### src/design/ipv4ft_pkg.sv
// Shared types and constants for the IPv4 five-tuple extractor.
package ipv4ft_pkg;

  localparam int unsigned COUNT_W = 16;

  localparam logic [3:0]         VERSION_IPV4   = 4'd4;
  localparam logic [3:0]         MIN_IHL        = 4'd5;
  localparam logic [7:0]         PROTO_TCP      = 8'd6;
  localparam logic [7:0]         PROTO_UDP      = 8'd17;
  localparam logic [COUNT_W-1:0] MIN_PACKET_LEN = 16'd20;
  localparam logic [COUNT_W-1:0] PORT_BYTES     = 16'd4;

  // Header fields gathered so far for the packet in flight.
  typedef struct packed {
    logic [COUNT_W-1:0] count;
    logic [3:0]         version;
    logic [3:0]         header_words;
    logic [15:0]        total_length;
    logic [7:0]         protocol;
    logic [31:0]        src_addr;
    logic [31:0]        dst_addr;
    logic [15:0]        source_port;
    logic [15:0]        dest_port;
  } fields_t;

endpackage

### src/design/ipv4_five_tuple_extractor.sv
// Top level of the IPv4 five-tuple extractor.
//
// Usage:
//   Input channel (in_valid/in_ready) carries one packet byte per request in
//   wire order; last_byte marks the final byte. Output channel
//   (out_valid/out_ready) carries one result per packet: accepted, protocol,
//   both addresses and, for TCP or UDP, both ports. Rejected packets give an
//   all-zero result.
//   Throughput: one byte per cycle, sustained, while the receiver takes
//   results. Each byte costs a counter compare and a field capture; the final
//   byte also runs the length and header checks in the same cycle.
//   Latency: the result is valid the cycle after the final byte is accepted.
//   The result register holds one finished result; while it waits and the
//   receiver stalls (out_ready low), in_ready drops and input holds. A result
//   taken in the same cycle frees the register, so packets may run back to
//   back with no gap.
//   The byte count saturates at MAX_PACKET_LEN; all captured bytes lie below
//   index 64, so with MAX_PACKET_LEN of at least 64 saturation never disturbs the fields.
//   Reset (rst, synchronous) clears the counter, every captured field and the
//   result valid flag; the first byte after reset starts a new packet.
module ipv4_five_tuple_extractor #(
  parameter int unsigned MAX_PACKET_LEN = 65535
) (
  input  logic        clk,
  input  logic        rst,
  input  logic        in_valid,
  output logic        in_ready,
  input  logic [7:0]  data_byte,
  input  logic        last_byte,
  output logic        out_valid,
  input  logic        out_ready,
  output logic        accepted,
  output logic [7:0]  protocol,
  output logic [31:0] src_addr,
  output logic [31:0] dst_addr,
  output logic [15:0] source_port,
  output logic [15:0] dest_port
);

  ipv4ft_pkg::fields_t fields_next;
  logic                in_fire;

  // Advance input whenever the result register is empty or being drained.
  assign in_ready = !out_valid || out_ready;
  assign in_fire  = in_valid && in_ready;

  ipv4ft_capture #(
    .MAX_PACKET_LEN(MAX_PACKET_LEN)
  ) u_capture (
    .clk        (clk),
    .rst        (rst),
    .fire       (in_fire),
    .data_byte  (data_byte),
    .last_byte  (last_byte),
    .fields_next(fields_next)
  );

  // Load the result register on the final byte of each packet.
  ipv4ft_result u_result (
    .clk        (clk),
    .rst        (rst),
    .load       (in_fire && last_byte),
    .fields_next(fields_next),
    .out_valid  (out_valid),
    .out_ready  (out_ready),
    .accepted   (accepted),
    .protocol   (protocol),
    .src_addr   (src_addr),
    .dst_addr   (dst_addr),
    .source_port(source_port),
    .dest_port  (dest_port)
  );

endmodule

### src/design/ipv4ft_capture.sv
// Byte counter and header field capture for the IPv4 five-tuple extractor.
module ipv4ft_capture #(
  parameter int unsigned MAX_PACKET_LEN = 65535
) (
  input  logic               clk,
  input  logic               rst,
  input  logic               fire,
  input  logic [7:0]         data_byte,
  input  logic               last_byte,
  output ipv4ft_pkg::fields_t fields_next
);

  localparam logic [ipv4ft_pkg::COUNT_W-1:0] MaxLen = ipv4ft_pkg::COUNT_W'(MAX_PACKET_LEN);

  ipv4ft_pkg::fields_t              fields;
  logic [ipv4ft_pkg::COUNT_W-1:0]   idx;
  logic [ipv4ft_pkg::COUNT_W-1:0]   hlen;

  assign idx  = fields.count;
  assign hlen = ipv4ft_pkg::COUNT_W'({fields.header_words, 2'b00});

  always_comb begin
    fields_next = fields;
    if (idx < MaxLen) begin
      fields_next.count = idx + 1'b1;
      if (idx == '0) begin
        fields_next.version      = data_byte[7:4];
        fields_next.header_words = data_byte[3:0];
      end else begin
        if (idx == 16'd2) fields_next.total_length[15:8] = data_byte;
        if (idx == 16'd3) fields_next.total_length[7:0]  = data_byte;
        if (idx == 16'd9) fields_next.protocol = data_byte;
        if (idx >= 16'd12 && idx <= 16'd15) begin
          fields_next.src_addr = {fields.src_addr[23:0], data_byte};
        end
        if (idx >= 16'd16 && idx <= 16'd19) begin
          fields_next.dst_addr = {fields.dst_addr[23:0], data_byte};
        end
        // Ports follow the variable-length header.
        if (idx == hlen || idx == hlen + 16'd1) begin
          fields_next.source_port = {fields.source_port[7:0], data_byte};
        end
        if (idx == hlen + 16'd2 || idx == hlen + 16'd3) begin
          fields_next.dest_port = {fields.dest_port[7:0], data_byte};
        end
      end
    end
  end

  always_ff @(posedge clk) begin
    if (rst) begin
      fields <= '0;
    end else if (fire) begin
      if (last_byte) begin
        fields <= '0;
      end else begin
        fields <= fields_next;
      end
    end
  end

endmodule

### src/design/ipv4ft_result.sv
// Acceptance check and result register for the IPv4 five-tuple extractor.
module ipv4ft_result (
  input  logic                clk,
  input  logic                rst,
  input  logic                load,
  input  ipv4ft_pkg::fields_t fields_next,
  output logic                out_valid,
  input  logic                out_ready,
  output logic                accepted,
  output logic [7:0]          protocol,
  output logic [31:0]         src_addr,
  output logic [31:0]         dst_addr,
  output logic [15:0]         source_port,
  output logic [15:0]         dest_port
);

  logic [ipv4ft_pkg::COUNT_W-1:0] n;
  logic [ipv4ft_pkg::COUNT_W-1:0] hlen;
  logic                           ported;
  logic                           ok;
  logic                           out_valid_next;

  assign n      = fields_next.count;
  assign hlen   = ipv4ft_pkg::COUNT_W'({fields_next.header_words, 2'b00});
  assign ported = (fields_next.protocol == ipv4ft_pkg::PROTO_TCP) ||
                  (fields_next.protocol == ipv4ft_pkg::PROTO_UDP);

  always_comb begin
    ok = (n >= ipv4ft_pkg::MIN_PACKET_LEN) &&
         (fields_next.version == ipv4ft_pkg::VERSION_IPV4) &&
         (fields_next.header_words >= ipv4ft_pkg::MIN_IHL) &&
         (n >= hlen) && (fields_next.total_length >= hlen);
    // hlen is at most 60, so the sum cannot wrap.
    if (ported && n < hlen + ipv4ft_pkg::PORT_BYTES) ok = 1'b0;
  end

  always_comb begin
    out_valid_next = out_valid;
    if (load) begin
      out_valid_next = 1'b1;
    end else if (out_ready) begin
      out_valid_next = 1'b0;
    end
  end

  always_ff @(posedge clk) begin
    if (rst) begin
      out_valid <= 1'b0;
    end else begin
      out_valid <= out_valid_next;
    end
  end

  always_ff @(posedge clk) begin
    if (load) begin
      accepted    <= ok;
      protocol    <= ok ? fields_next.protocol : 8'd0;
      src_addr    <= ok ? fields_next.src_addr : 32'd0;
      dst_addr    <= ok ? fields_next.dst_addr : 32'd0;
      source_port <= (ok && ported) ? fields_next.source_port : 16'd0;
      dest_port   <= (ok && ported) ? fields_next.dest_port : 16'd0;
    end
  end

endmodule
### config.mk
export PLATFORM = sky130hd
export DESIGN_NAME = ipv4_five_tuple_extractor
export DESIGN_NICKNAME = d
export VERILOG_FILES = /design/src/design/ipv4ft_pkg.sv /design/src/design/ipv4_five_tuple_extractor.sv /design/src/design/ipv4ft_capture.sv /design/src/design/ipv4ft_result.sv
export SDC_FILE = /design/constraint.sdc
export NUM_CORES = 1
export LEC_CHECK = 0
export ABC_AREA = 1
export BUFFER_PORTS_ARGS = -buffer_cell sky130_fd_sc_hd__clkbuf_2
export CAP_MARGIN = 20
export CORE_UTILIZATION = 50
export CTS_BUF_LIST = sky130_fd_sc_hd__clkbuf_8
export CTS_CLUSTER_DIAMETER = 150
export DETAILED_ROUTE_END_ITERATION = 10
export PLACE_DENSITY = 0.69
export SYNTH_ARGS = -nofsm -noshare
export SYNTH_HDL_FRONTEND = slang
export SYNTH_SLANG_ARGS = --single-unit
### constraint.sdc
create_clock -name clk -period 15.9 [get_ports clk]
set_input_delay 1.59 -clock clk [delete_from_list [all_inputs] [get_ports clk]]
set_output_delay 1.59 -clock clk [all_outputs]
set_load 0.02 [all_outputs]
==> results of run 1 <==
## layout make-up
| cell class | instances | area (um2) |
|---|---|---|
| fill | 2057 | 9510 |
| sequential | 248 | 6020 |
| multi-input combinational | 958 | 4650 |
| inverter | 216 | 811 |
| timing repair buffer | 131 | 723 |
| clock buffer | 48 | 661 |
| tap | 313 | 392 |
| clock inverter | 30 | 154 |
## metrics by stage
step | utilization | cell area (um2) | cells | hold WS [ps]
2_1_floorplan | - | 11800 | 1503 | 442
5_1_grt | 0.585 | 13400 | 1944 | 481
6_report | 0.585 | 13400 | 1944 | 461
3_3_place_gp | 0.547 | 12500 | 1863 | 449
4_1_cts | 0.584 | 13400 | 1943 | 464
3_5_place_dp | 0.548 | 12600 | 1865 | 456
## flip-flops by register name, indices dropped and copies added, names as in the netlist
name	flops
u_result.dest_port	16
u_capture.fields	126
u_result.source_port	16
u_result.protocol	8
u_result.dst_addr	32
u_capture.idx	16
u_result.out_valid	1
u_result.accepted	1
u_result.src_addr	32
## how the worst max path moves through the flow
stage | start | endpoint
6_report | u_capture.idx[0]$_SDFFE_PP0P_ | u_result.dst_addr[12]$_SDFFCE_PN0P_
5_1_grt | u_capture.idx[0]$_SDFFE_PP0P_ | u_result.protocol[1]$_SDFFCE_PN0P_
4_1_cts | u_capture.idx[0]$_SDFFE_PP0P_ | u_result.dst_addr[12]$_SDFFCE_PN0P_
2_1_floorplan | out_ready | u_result.accepted$_DFFE_PP_
3_3_place_gp | data_byte[0] | u_result.accepted$_DFFE_PP_
3_5_place_dp | data_byte[0] | u_result.dst_addr[12]$_SDFFCE_PN0P_
## synthesized netlist by cell type, types with 3 or more instances
master    number  share of area
o21ai_0      120          0.051
ha_1          15          0.016
xor2_1         3         0.0022
nand4_1       16         0.0085
o21a_1        32          0.020
o22ai_1       58          0.031
buf_6         13          0.012
dfxtp_1      143           0.24
nor2_1       212          0.067
a21oi_1       57          0.024
or2_2         17         0.0090
clkbuf_1      65          0.021
xnor2_1        4         0.0030
nand2_2        3         0.0016
o21ai_1        3         0.0013
nand2_1      338           0.11
edfxtp_1     105           0.27
nor2_2        31          0.016
nand3_1       26          0.011
inv_1        214          0.068
## where the power goes
part           internal, mW  switching [mW]  total, mW
registers             0.679         0.00611      0.685
clock network         0.293           0.261      0.554
logic                0.0231          0.0724     0.0955
total                 0.995           0.339       1.33
## layer usage
metal,global-route usage,vias up
li1,-,5002
met1,0.325,4596
met2,0.368,285
met3,0.0386,43
met4,0.0696,0
met5,0,-
## tightest hold or removal path: cells and delay by family (launching register included)
| family | cells | cell delay (ps) |
|---|---|---|
| AO/OA/AOI/OAI | 1 | 50 |
| flip-flops | 1 | 300 |
| AND/OR/NAND/NOR | 1 | 60 |
## cell families after synthesis
logic type,synth area share
fa+ha+maj,0.0158
compound gates,0.133
buf+inv,0.103
xor+xnor,0.00518
flops,0.508
simple gates,0.235
==> summary.md, run 1 <==
| Metric | Value |
|---|---|
| Clock Sinks | `approximately 250` |
| Initial antenna violation count | `0` |
| Vias per Instance | `a little over 5` |
| Seq/Total Area, Yosys | `0.508` |
| Internal reg-to-reg setup slack | `between 10000 and 15000 ps` |
| Tmin final | `between 4000 and 5000 ps` |
| Slew Limit Fails | `0` |
| Kind of critical path | `reg -> reg` |
| Clock Latency Late Sink | `560 ps` |
| Tot Pwr | `approximately 1.3 mW` |
| CP endpoint kind | `flip-flop` |
| Worst vdd rail ir drop | `roughly 65 uV` |
| Fin crit share | `0.275` |
| CTS tree | `built` |
| CP max FO | `roughly 50` |
| Die H | `between 150 and 200 um` |
| Hold crit path type | `reg -> reg` |
| Avg Inst Size Synth | `between 7 and 8 um2` |
| Hold buffer count at CTS | `0` |
| Commonest non-fill, non-tap cells in the layout | `nand2_1, inv_1, nor2_1` |
| Critical Path AT | `4650 ps` |
| Drc violations | `0` |
| Clk_skew | `about 17 ps` |
| Vias in the first global route | `8912` |
| Post-CTS setup repair buffer count | `0` |
| Most common cell after layout, fill and taps aside | `nand2_1` |
| I/O pins | `120` |
| Routed wl met2 | `12700 um` |
| Critical path depth | `15` |
| Setup WS pre-CTS | `about 11000 ps` |
| Bufs on Longest Clock Path | `3` |
| First-pass GRT wire length | `between 40000 and 50000 um` |
| Number of flops mapped to enable cells by yosys | `approximately 110` |
| Synth cell types | `40` |
| Worst setup margin | `approximately 12000 ps` |
| Hold Path Origin | `u_capture.fields[90]$_SDFFE_PP0P_` |
| CP required | `between 15000 and 20000 ps` |
| Setup crit start kind | `flip-flop` |
| GRT overflow | `0` |
| GRT Util Overall | `0.232` |
| Worst path cell trace | `ha_1, nand3_1, inv_1, nand4_1, nand2_1, ha_1, a21oi_1, nor2_1, o21ai_0, nand4_1, nor2_1, nand2_2, nand3_4, buf_16, nor2_1` |
| Slowest stage delay, CP | `approximately 640 ps` |
| Layout Nets | `1625` |
| DR pass1 iterations | `7` |
| Cell family with most CP delay | `simple AND/OR/NAND/NOR gates` |
| Post_cts resized | `0` |
| Syn-to-layout area delta | `13.2%` |
| Slew HR | `0.405` |
| Mapped Nets | `1531` |
| Post-Synthesis Cells | `1503` |
| Leak pwr | `5.06 nW` |
| Max-cap violations | `0` |
| PwrDens | `around 100 nW/um2` |
| Reg2Reg Launch Point | `u_capture.idx[0]$_SDFFE_PP0P_` |
| Synth async-reset ratio | `0` |
| Met3 WL | `between 1500 and 2000 um` |
| RD Place Congestion | `0.884` |
| RSZ-0062 raised after global routing | `false` |
| FMAX | `229 MHz` |
| H-tree Lvls | `2` |
| Worst hold path endpoint | `u_capture.fields[90]$_SDFFE_PP0P_` |
| Setup_tns | `0 ps` |
| Most frequent CP cell | `nor2_1` |
| Share of cells above drive strength 1 | `0.156` |
| Register bit total from synthesis | `248` |
| Worst-margin pin slew | `between 800 and 900 ps` |
| Max layer used | `met4` |
| Final setup viols | `0` |
| Clk slew on worst S/H paths | `60 ps` |
| Number of buffers created by CTS | `42` |
| Largest net degree at the start of global routing | `83` |
| Core area | `22900 um2` |
| Met1 wire length | `approximately 13000 um` |
| Syn. warnings | `0` |
| Row cnt | `55` |
| WHS Path Cells | `2` |
| Critical R2R Capture | `u_result.dst_addr[12]$_SDFFCE_PN0P_` |
| DR WL/cell | `approximately 14 um` |
| Die span in x | `156 um` |
| Post-route ant nets | `0` |
| HPWL Detailed | `about 18000 um` |
| R2R cell count | `15` |
| Buffers on Ports | `119` |
| N_diodes | `0` |
| Drt total wl | `approximately 28000 um` |
| Mapped cell area | `approximately 12000 um2` |
| Die area | `24300 um2` |
| Main synth FF type | `dfxtp_1` |
| Status | `completed` |
| 1st-iter DRT viols | `between 700 and 800` |
| Fin. Hold Viols | `0` |
| Via count | `9926` |
| Buf/Inv on CP | `2` |
| Initial Utilization | `0.517` |
| Root Buffer | `clkbuf_8` |
| Slowest cell on crit path | `nand4_1` |
(Power assumes the default switching activity.)
==> run 2, diff against run 1 <==
- PLACE_DENSITY: 0.69 -> 0.72
- clock period: 15.9 -> 3.57 ns (I/O delays scaled with it)
==> summary.md, run 2 (synthesis gave the netlist of run 1 again) <==
| Metric | Value |
|---|---|
| Layout Nets | `1651 (was 1625)` |
| H-tree Lvls | `2 (unchanged)` |
| Core area | `22900 um2 (unchanged)` |
| Fill cells | `2083 (was 2057)` |
| GRT Util Overall | `0.234 (was 0.232)` |
| Setup WS pre-CTS | `126 ps (was 11100 ps)` |
| Die area | `24300 um2 (unchanged)` |
| RSZ-0062 raised after global routing | `false (unchanged)` |
| Vias per Instance | `5.12 (was 5.11)` |
| Slew Limit Fails | `0 (unchanged)` |
| Final instance area | `13700 um2 (was 13400 um2)` |
| CP endpoint kind | `flip-flop (unchanged)` |
| CP required | `3870 ps (was 16190 ps)` |
| First-pass GRT wire length | `45400 um (was 45100 um)` |
| Crit path launch | `u_capture.idx[0]$_SDFFE_PP0P_ (unchanged)` |
| Number of buffers created by CTS | `42 (unchanged)` |
| Drc violations | `0 (unchanged)` |
| Status | `completed (unchanged)` |
| Post-route non-filler standard cell count | `1967 (was 1944)` |
| Clock Sinks | `248 (unchanged)` |
| Fin crit share | `0.935 (was 0.275)` |
| Fin. Hold Viols | `0 (unchanged)` |
| Initial antenna violation count | `0 (unchanged)` |
| Largest net degree at the start of global routing | `87 (was 83)` |
| Share of cells above drive strength 1 | `0.170 (was 0.156)` |
| 1st-iter DRT viols | `749 (was 705)` |
| PwrDens | `433 nW/um2 (was 99.5 nW/um2)` |
| Most flop-heavy register | `u_capture.fields (unchanged)` |
| Bufs on Longest Clock Path | `3 (unchanged)` |
| Number of flip-flops in the largest register | `126 (unchanged)` |
| Clock Latency Late Sink | `560 ps (about the same)` |
| Max layer used | `met4 (unchanged)` |
| RD Place Congestion | `0.900 (was 0.884)` |
| Met3 WL | `1880 um (was 1710 um)` |
| Max-cap violations | `0 (unchanged)` |
| Buffers on Ports | `119 (unchanged)` |
| Hold Path Origin | `out_ready (was u_capture.fields[90]$_SDFFE_PP0P_)` |
| DR pass1 iterations | `4 (was 7)` |
| Setup_tns | `0 ps (unchanged)` |
| HPWL Detailed | `17800 um (was 17600 um)` |
| Post-route ant nets | `0 (unchanged)` |
| Worst-margin pin slew | `1030 ps (was 892 ps)` |
| Clk_skew | `37.5 ps (was 17.0 ps)` |
| Setup crit start kind | `flip-flop (unchanged)` |
| Slew HR | `0.315 (was 0.405)` |
| CP max FO | `11 (was 51)` |
| N_diodes | `0 (unchanged)` |
| Biggest registers after layout | `u_capture.fields: 126 flops, u_result.dst_addr: 32 flops, u_result.src_addr: 32 flops (unchanged)` |
| Row cnt | `55 (unchanged)` |
| Syn-to-layout area delta | `15.9% (was 13.2%)` |
| Cells after DPL | `1882 (was 1865)` |
| Met1 wire length | `13200 um (was 12900 um)` |
| Most common cell after layout, fill and taps aside | `nand2_1 (unchanged)` |
| DR WL/cell | `14.9 um (was 14.3 um)` |
| Tmin final | `3340 ps (was 4370 ps)` |
| Via count | `10100 (was 9926)` |
| Root Buffer | `clkbuf_8 (unchanged)` |
| Kind of critical path | `reg -> reg (unchanged)` |
| CTS tree | `built (unchanged)` |
| Drt total wl | `29200 um (was 27800 um)` |
| Worst vdd rail ir drop | `295 uV (was 64.7 uV)` |
| Commonest non-fill, non-tap cells in the layout | `nand2_1, inv_1, nor2_1 (unchanged)` |
| Initial Utilization | `0.517 (unchanged)` |
| Hold WS | `155 ps (was 461 ps)` |
| Die H | `156 um (unchanged)` |
| Clk slew on worst S/H paths | `60 ps (about the same)` |
| GRT overflow | `0 (unchanged)` |
| Routed wl met2 | `13300 um (was 12700 um)` |
| Worst setup margin | `232 ps (was 11530 ps)` |
| Reg2Reg Launch Point | `u_capture.idx[0]$_SDFFE_PP0P_ (unchanged)` |
| Internal reg-to-reg setup slack | `230 ps (was 11530 ps)` |
| DP Area | `12700 um2 (was 12600 um2)` |
| Hold crit path type | `in -> reg (was reg -> reg)` |
| Critical Path AT | `3630 ps (was 4650 ps)` |
| Leak pwr | `5.25 nW (was 5.06 nW)` |
| Vias in the first global route | `9190 (was 8912)` |
| I/O pins | `120 (unchanged)` |
| FMAX | `300 MHz (was 229 MHz)` |
| Final setup viols | `0 (unchanged)` |
| Die span in x | `156 um (unchanged)` |
## run 2: metal layers
metal | vias to the layer above | track usage
li1 | 5067 | -
met1 | 4652 | 0.313
met2 | 298 | 0.382
met3 | 57 | 0.0364
met4 | 0 | 0.0845
met5 | - | 0
## run 2: cell type report
| class | count | area, um2 | area share |
|---|---|---|---|
| sequential | 248 | 6020 | 0.438 |
| multi-input combinational | 959 | 4660 | 0.340 |
| timing repair buffer | 156 | 1040 | 0.0756 |
| inverter | 216 | 811 | 0.0591 |
| clock buffer | 48 | 661 | 0.0481 |
| tap | 313 | 392 | 0.0285 |
| clock inverter | 27 | 145 | 0.0106 |
## run 2: critical path, cell delays in order (launching register included)
cell and delay (ps):
dfxtp_1 300, inv_1 120, ha_2 220, nand3_2 110, nor2_4 150, nand2_4 90
nand2_1 80, nand2_2 80, ha_1 290, inv_1 40, ha_1 280, inv_1 50
o21bai_1 60, a21oi_1 130, nor2_1 50, o21ai_0 150, nand4_1 90, nor2_1 130
nand2_2 120, nand3_4 280, clkbuf_16 230, nor2_1 50
## run 2: repair_timing
item,CTS,global route
buffers inserted,0,4
hold buffers,0,0
setup endpoints to repair,0,105
gates resized for setup,0,3
## run 2: final timing paths
path,end,cells past startpoint
worst max-delay path,u_result.dst_addr[19]$_SDFFCE_PN0P_,21
worst min-delay path,u_result.out_valid$_SDFFE_PP0P_,4
worst max register to register,u_result.dst_addr[19]$_SDFFCE_PN0P_,21
worst min register to register,u_capture.fields[108]$_SDFFE_PP0P_,2
## run 2: power breakdown
part / switching [mW] / internal, mW / total (mW)
sequential: 0.0303 / 3.02 / 3.05
clock: 1.14 / 1.30 / 2.44
combinational: 0.332 / 0.115 / 0.446
## run 2: through the flow
step | util | power (mW)
3_5_place_dp | 0.556 | 3.55
5_1_grt | 0.599 | 6.15
2_1_floorplan | - | 3.39
4_1_cts | 0.591 | 5.98
3_3_place_gp | 0.556 | 3.55
6_report | 0.599 | 5.94
==> run 3, diff against run 2 <==
- BUFFER_PORTS_ARGS: -buffer_cell sky130_fd_sc_hd__clkbuf_2 -> -buffer_cell sky130_fd_sc_hd__buf_2
==> summary.md, run 3 (synthesis gave the netlist of run 1 again) <==
| Metric | Value |
|---|---|
| Status | `completed (unchanged)` |
| Fin crit share | `0.943 (was 0.935)` |
| Vias in the first global route | `9201 (was 9190)` |
| DR WL/cell | `14.8 um (was 14.9 um)` |
| Buf/Inv on CP | `4 (unchanged)` |
| Clk slew on worst S/H paths | `60 ps (about the same)` |
| Worst-margin pin slew | `971 ps (was 1030 ps)` |
| RD Place Congestion | `0.912 (was 0.900)` |
| Biggest registers after layout | `u_capture.fields: 126 flops, u_result.dst_addr: 32 flops, u_result.src_addr: 32 flops (unchanged)` |
| Cell family with most CP delay | `simple AND/OR/NAND/NOR gates (unchanged)` |
| Die H | `156 um (unchanged)` |
| Commonest non-fill, non-tap cells in the layout | `nand2_1, inv_1, nor2_1 (unchanged)` |
| First-pass GRT wire length | `45500 um (was 45400 um)` |
| Slew Limit Fails | `0 (unchanged)` |
| Initial Utilization | `0.517 (unchanged)` |
| Drc violations | `0 (unchanged)` |
| Bufs on Longest Clock Path | `3 (unchanged)` |
| Multi-input gate area | `4680 um2 (was 4660 um2)` |
| Vias per Instance | `5.17 (was 5.12)` |
| Buffers on Ports | `119 (unchanged)` |
| N_diodes | `0 (unchanged)` |
| Fill cells | `2089 (was 2083)` |
| DP Area | `12800 um2 (was 12700 um2)` |
| PwrDens | `435 nW/um2 (was 433 nW/um2)` |
| Most flop-heavy register | `u_capture.fields (unchanged)` |
| Hold crit path type | `in -> reg (unchanged)` |
| Slew HR | `0.353 (was 0.315)` |
| Die area | `24300 um2 (unchanged)` |
| CTS tree | `built (unchanged)` |
| Largest net degree at the start of global routing | `107 (was 87)` |
| Fin. Hold Viols | `0 (unchanged)` |
| H-tree Lvls | `2 (unchanged)` |
| Number of buffers created by CTS | `43 (was 42)` |
| Kind of critical path | `reg -> reg (unchanged)` |
| Layer with the highest usage | `met2 (unchanged)` |
| Setup crit start kind | `flip-flop (unchanged)` |
| Clock Sinks | `248 (unchanged)` |
| Tot Pwr | `5.99 mW (was 5.94 mW)` |
| Area taken by flip-flops and latches | `6020 um2 (unchanged)` |
| Row cnt | `55 (unchanged)` |
| Most common cell after layout, fill and taps aside | `nand2_1 (unchanged)` |
| Max-cap violations | `0 (unchanged)` |
| CP endpoint kind | `flip-flop (unchanged)` |
| Worst vdd rail ir drop | `282 uV (was 295 uV)` |
| Via count | `10200 (was 10100)` |
| CP required | `3860 ps (was 3870 ps)` |
| Clock Latency Late Sink | `550 ps (was 560 ps)` |
| Most frequent CP cell | `inv_1` |
| Drt total wl | `29200 um (about the same)` |
| 1st-iter DRT viols | `667 (was 749)` |
| Setup_tns | `0 ps (unchanged)` |
| HPWL Detailed | `17800 um (about the same)` |
| Slowest cell on crit path | `dfxtp_1 (unchanged)` |
| Final instance area | `13800 um2 (was 13700 um2)` |
| Tmin final | `3370 ps (was 3340 ps)` |
| Core area | `22900 um2 (unchanged)` |
| GRT overflow | `0 (unchanged)` |
| Met3 Use GR | `0.0386 (was 0.0364)` |
| Share of cells above drive strength 1 | `0.175 (was 0.170)` |
| Layout Nets | `1653 (was 1651)` |
| Met2 global-route usage | `0.381 (was 0.382)` |
| Post-route non-filler standard cell count | `1973 (was 1967)` |
| GR met1 Demand/Resource | `0.315 (was 0.313)` |
| I/O pins | `120 (unchanged)` |
| Worst setup margin | `203 ps (was 232 ps)` |
| GRT Util Overall | `0.233 (was 0.234)` |
| Final setup viols | `0 (unchanged)` |
| Post-route ant nets | `0 (unchanged)` |
| Critical Path AT | `3650 ps (was 3630 ps)` |
| CP max FO | `8 (was 11)` |
| Clk_skew | `23.0 ps (was 37.5 ps)` |
| Root Buffer | `clkbuf_8 (unchanged)` |
| FMAX | `297 MHz (was 300 MHz)` |
| Initial antenna violation count | `0 (unchanged)` |
| Post-CTS setup repair buffer count | `0 (unchanged)` |
| Cells after DPL | `1883 (was 1882)` |
| Slowest stage delay, CP | `310 ps (was 300 ps)` |
| Die span in x | `156 um (unchanged)` |
| Number of flip-flops in the largest register | `126 (unchanged)` |
| Leak pwr | `5.20 nW (was 5.25 nW)` |
| Worst path cell trace | `inv_1, ha_2, nand3_2, nor2_4, nand2_4, nand2_1, o21ai_1, ha_1, inv_1, ha_1, inv_1, o21bai_1, a21oi_1, nor2_1, o21ai_1, nand4_1, nor2_2, nand2_4, nand3_4, clkbuf_16, nor2_1 (was inv_1, ha_2, nand3_2, nor2_4, nand2_4, nand2_1, nand2_2, ha_1, inv_1, ha_1, inv_1, o21bai_1, a21oi_1, nor2_1, o21ai_0, nand4_1, nor2_1, nand2_2, nand3_4, clkbuf_16, nor2_1)` |
| DR pass1 iterations | `5 (was 4)` |
| Setup WS pre-CTS | `135 ps (was 126 ps)` |
| Syn-to-layout area delta | `16.4% (was 15.9%)` |
## run 3: cell count changes in the layout (fill, tap and decap cells not counted), moves of 2 or more
cell      previous run  this run
clkbuf_2           118         0
buf_2                0       118
buf_6                1         4
clkinv_2             1         4
inv_1              234       232
clkbuf_8            48        53
buf_4               26        24
## run 3: through the flow
step	util	hold WS [ps]
6_report	0.602	184
5_1_grt	0.602	213
4_1_cts	0.593	151
3_5_place_dp	0.557	453
3_3_place_gp	0.557	449
2_1_floorplan	-	442
## run 3: timing repair
action	4_1_cts	5_1_grt
setup endpoints to repair	0	103
gates resized for setup	0	8
hold buffers	0	0
## run 3: area by class of cell
class                      instances  area share
timing repair buffer             157      0.0762
sequential                       248       0.436
clock inverter                    27     0.00826
clock buffer                      53      0.0529
multi-input combinational        959       0.339
inverter                         216      0.0588
tap                              313      0.0284
## run 3: power breakdown
part           total (mW)  switching, mW  leakage (nW)  internal (mW)
logic               0.446          0.332          2.65          0.114
registers            3.05         0.0277          2.04           3.02
clock network        2.50           1.15         0.509           1.34
total                5.99           1.51          5.20           4.48
## run 3: worst paths after layout
| check | start | end | slack, ps | cells past startpoint |
|---|---|---|---|---|
| max | u_capture.idx[0]$_SDFFE_PP0P_ | u_result.src_addr[19]$_SDFFCE_PN0P_ | 200 | 21 |
| min | out_ready | u_result.out_valid$_SDFFE_PP0P_ | 180 | 4 |
| max reg2reg | u_capture.idx[0]$_SDFFE_PP0P_ | u_result.src_addr[19]$_SDFFCE_PN0P_ | 200 | 21 |
| min reg2reg | u_capture.fields[108]$_SDFFE_PP0P_ | u_capture.fields[108]$_SDFFE_PP0P_ | 460 | 2 |
## run 3: routing by layer
metal | share of wire | wire, um
met2 | 0.47 | 13700
met4 | 0.019 | 553
met3 | 0.060 | 1740
met5 | 0 | 0
met1 | 0.45 | 13300
## run 3: tightest hold or removal path: stages
cell	delay [ps]
buf_2	70
nor2_1	40
o21ai_0	170
inv_1	40
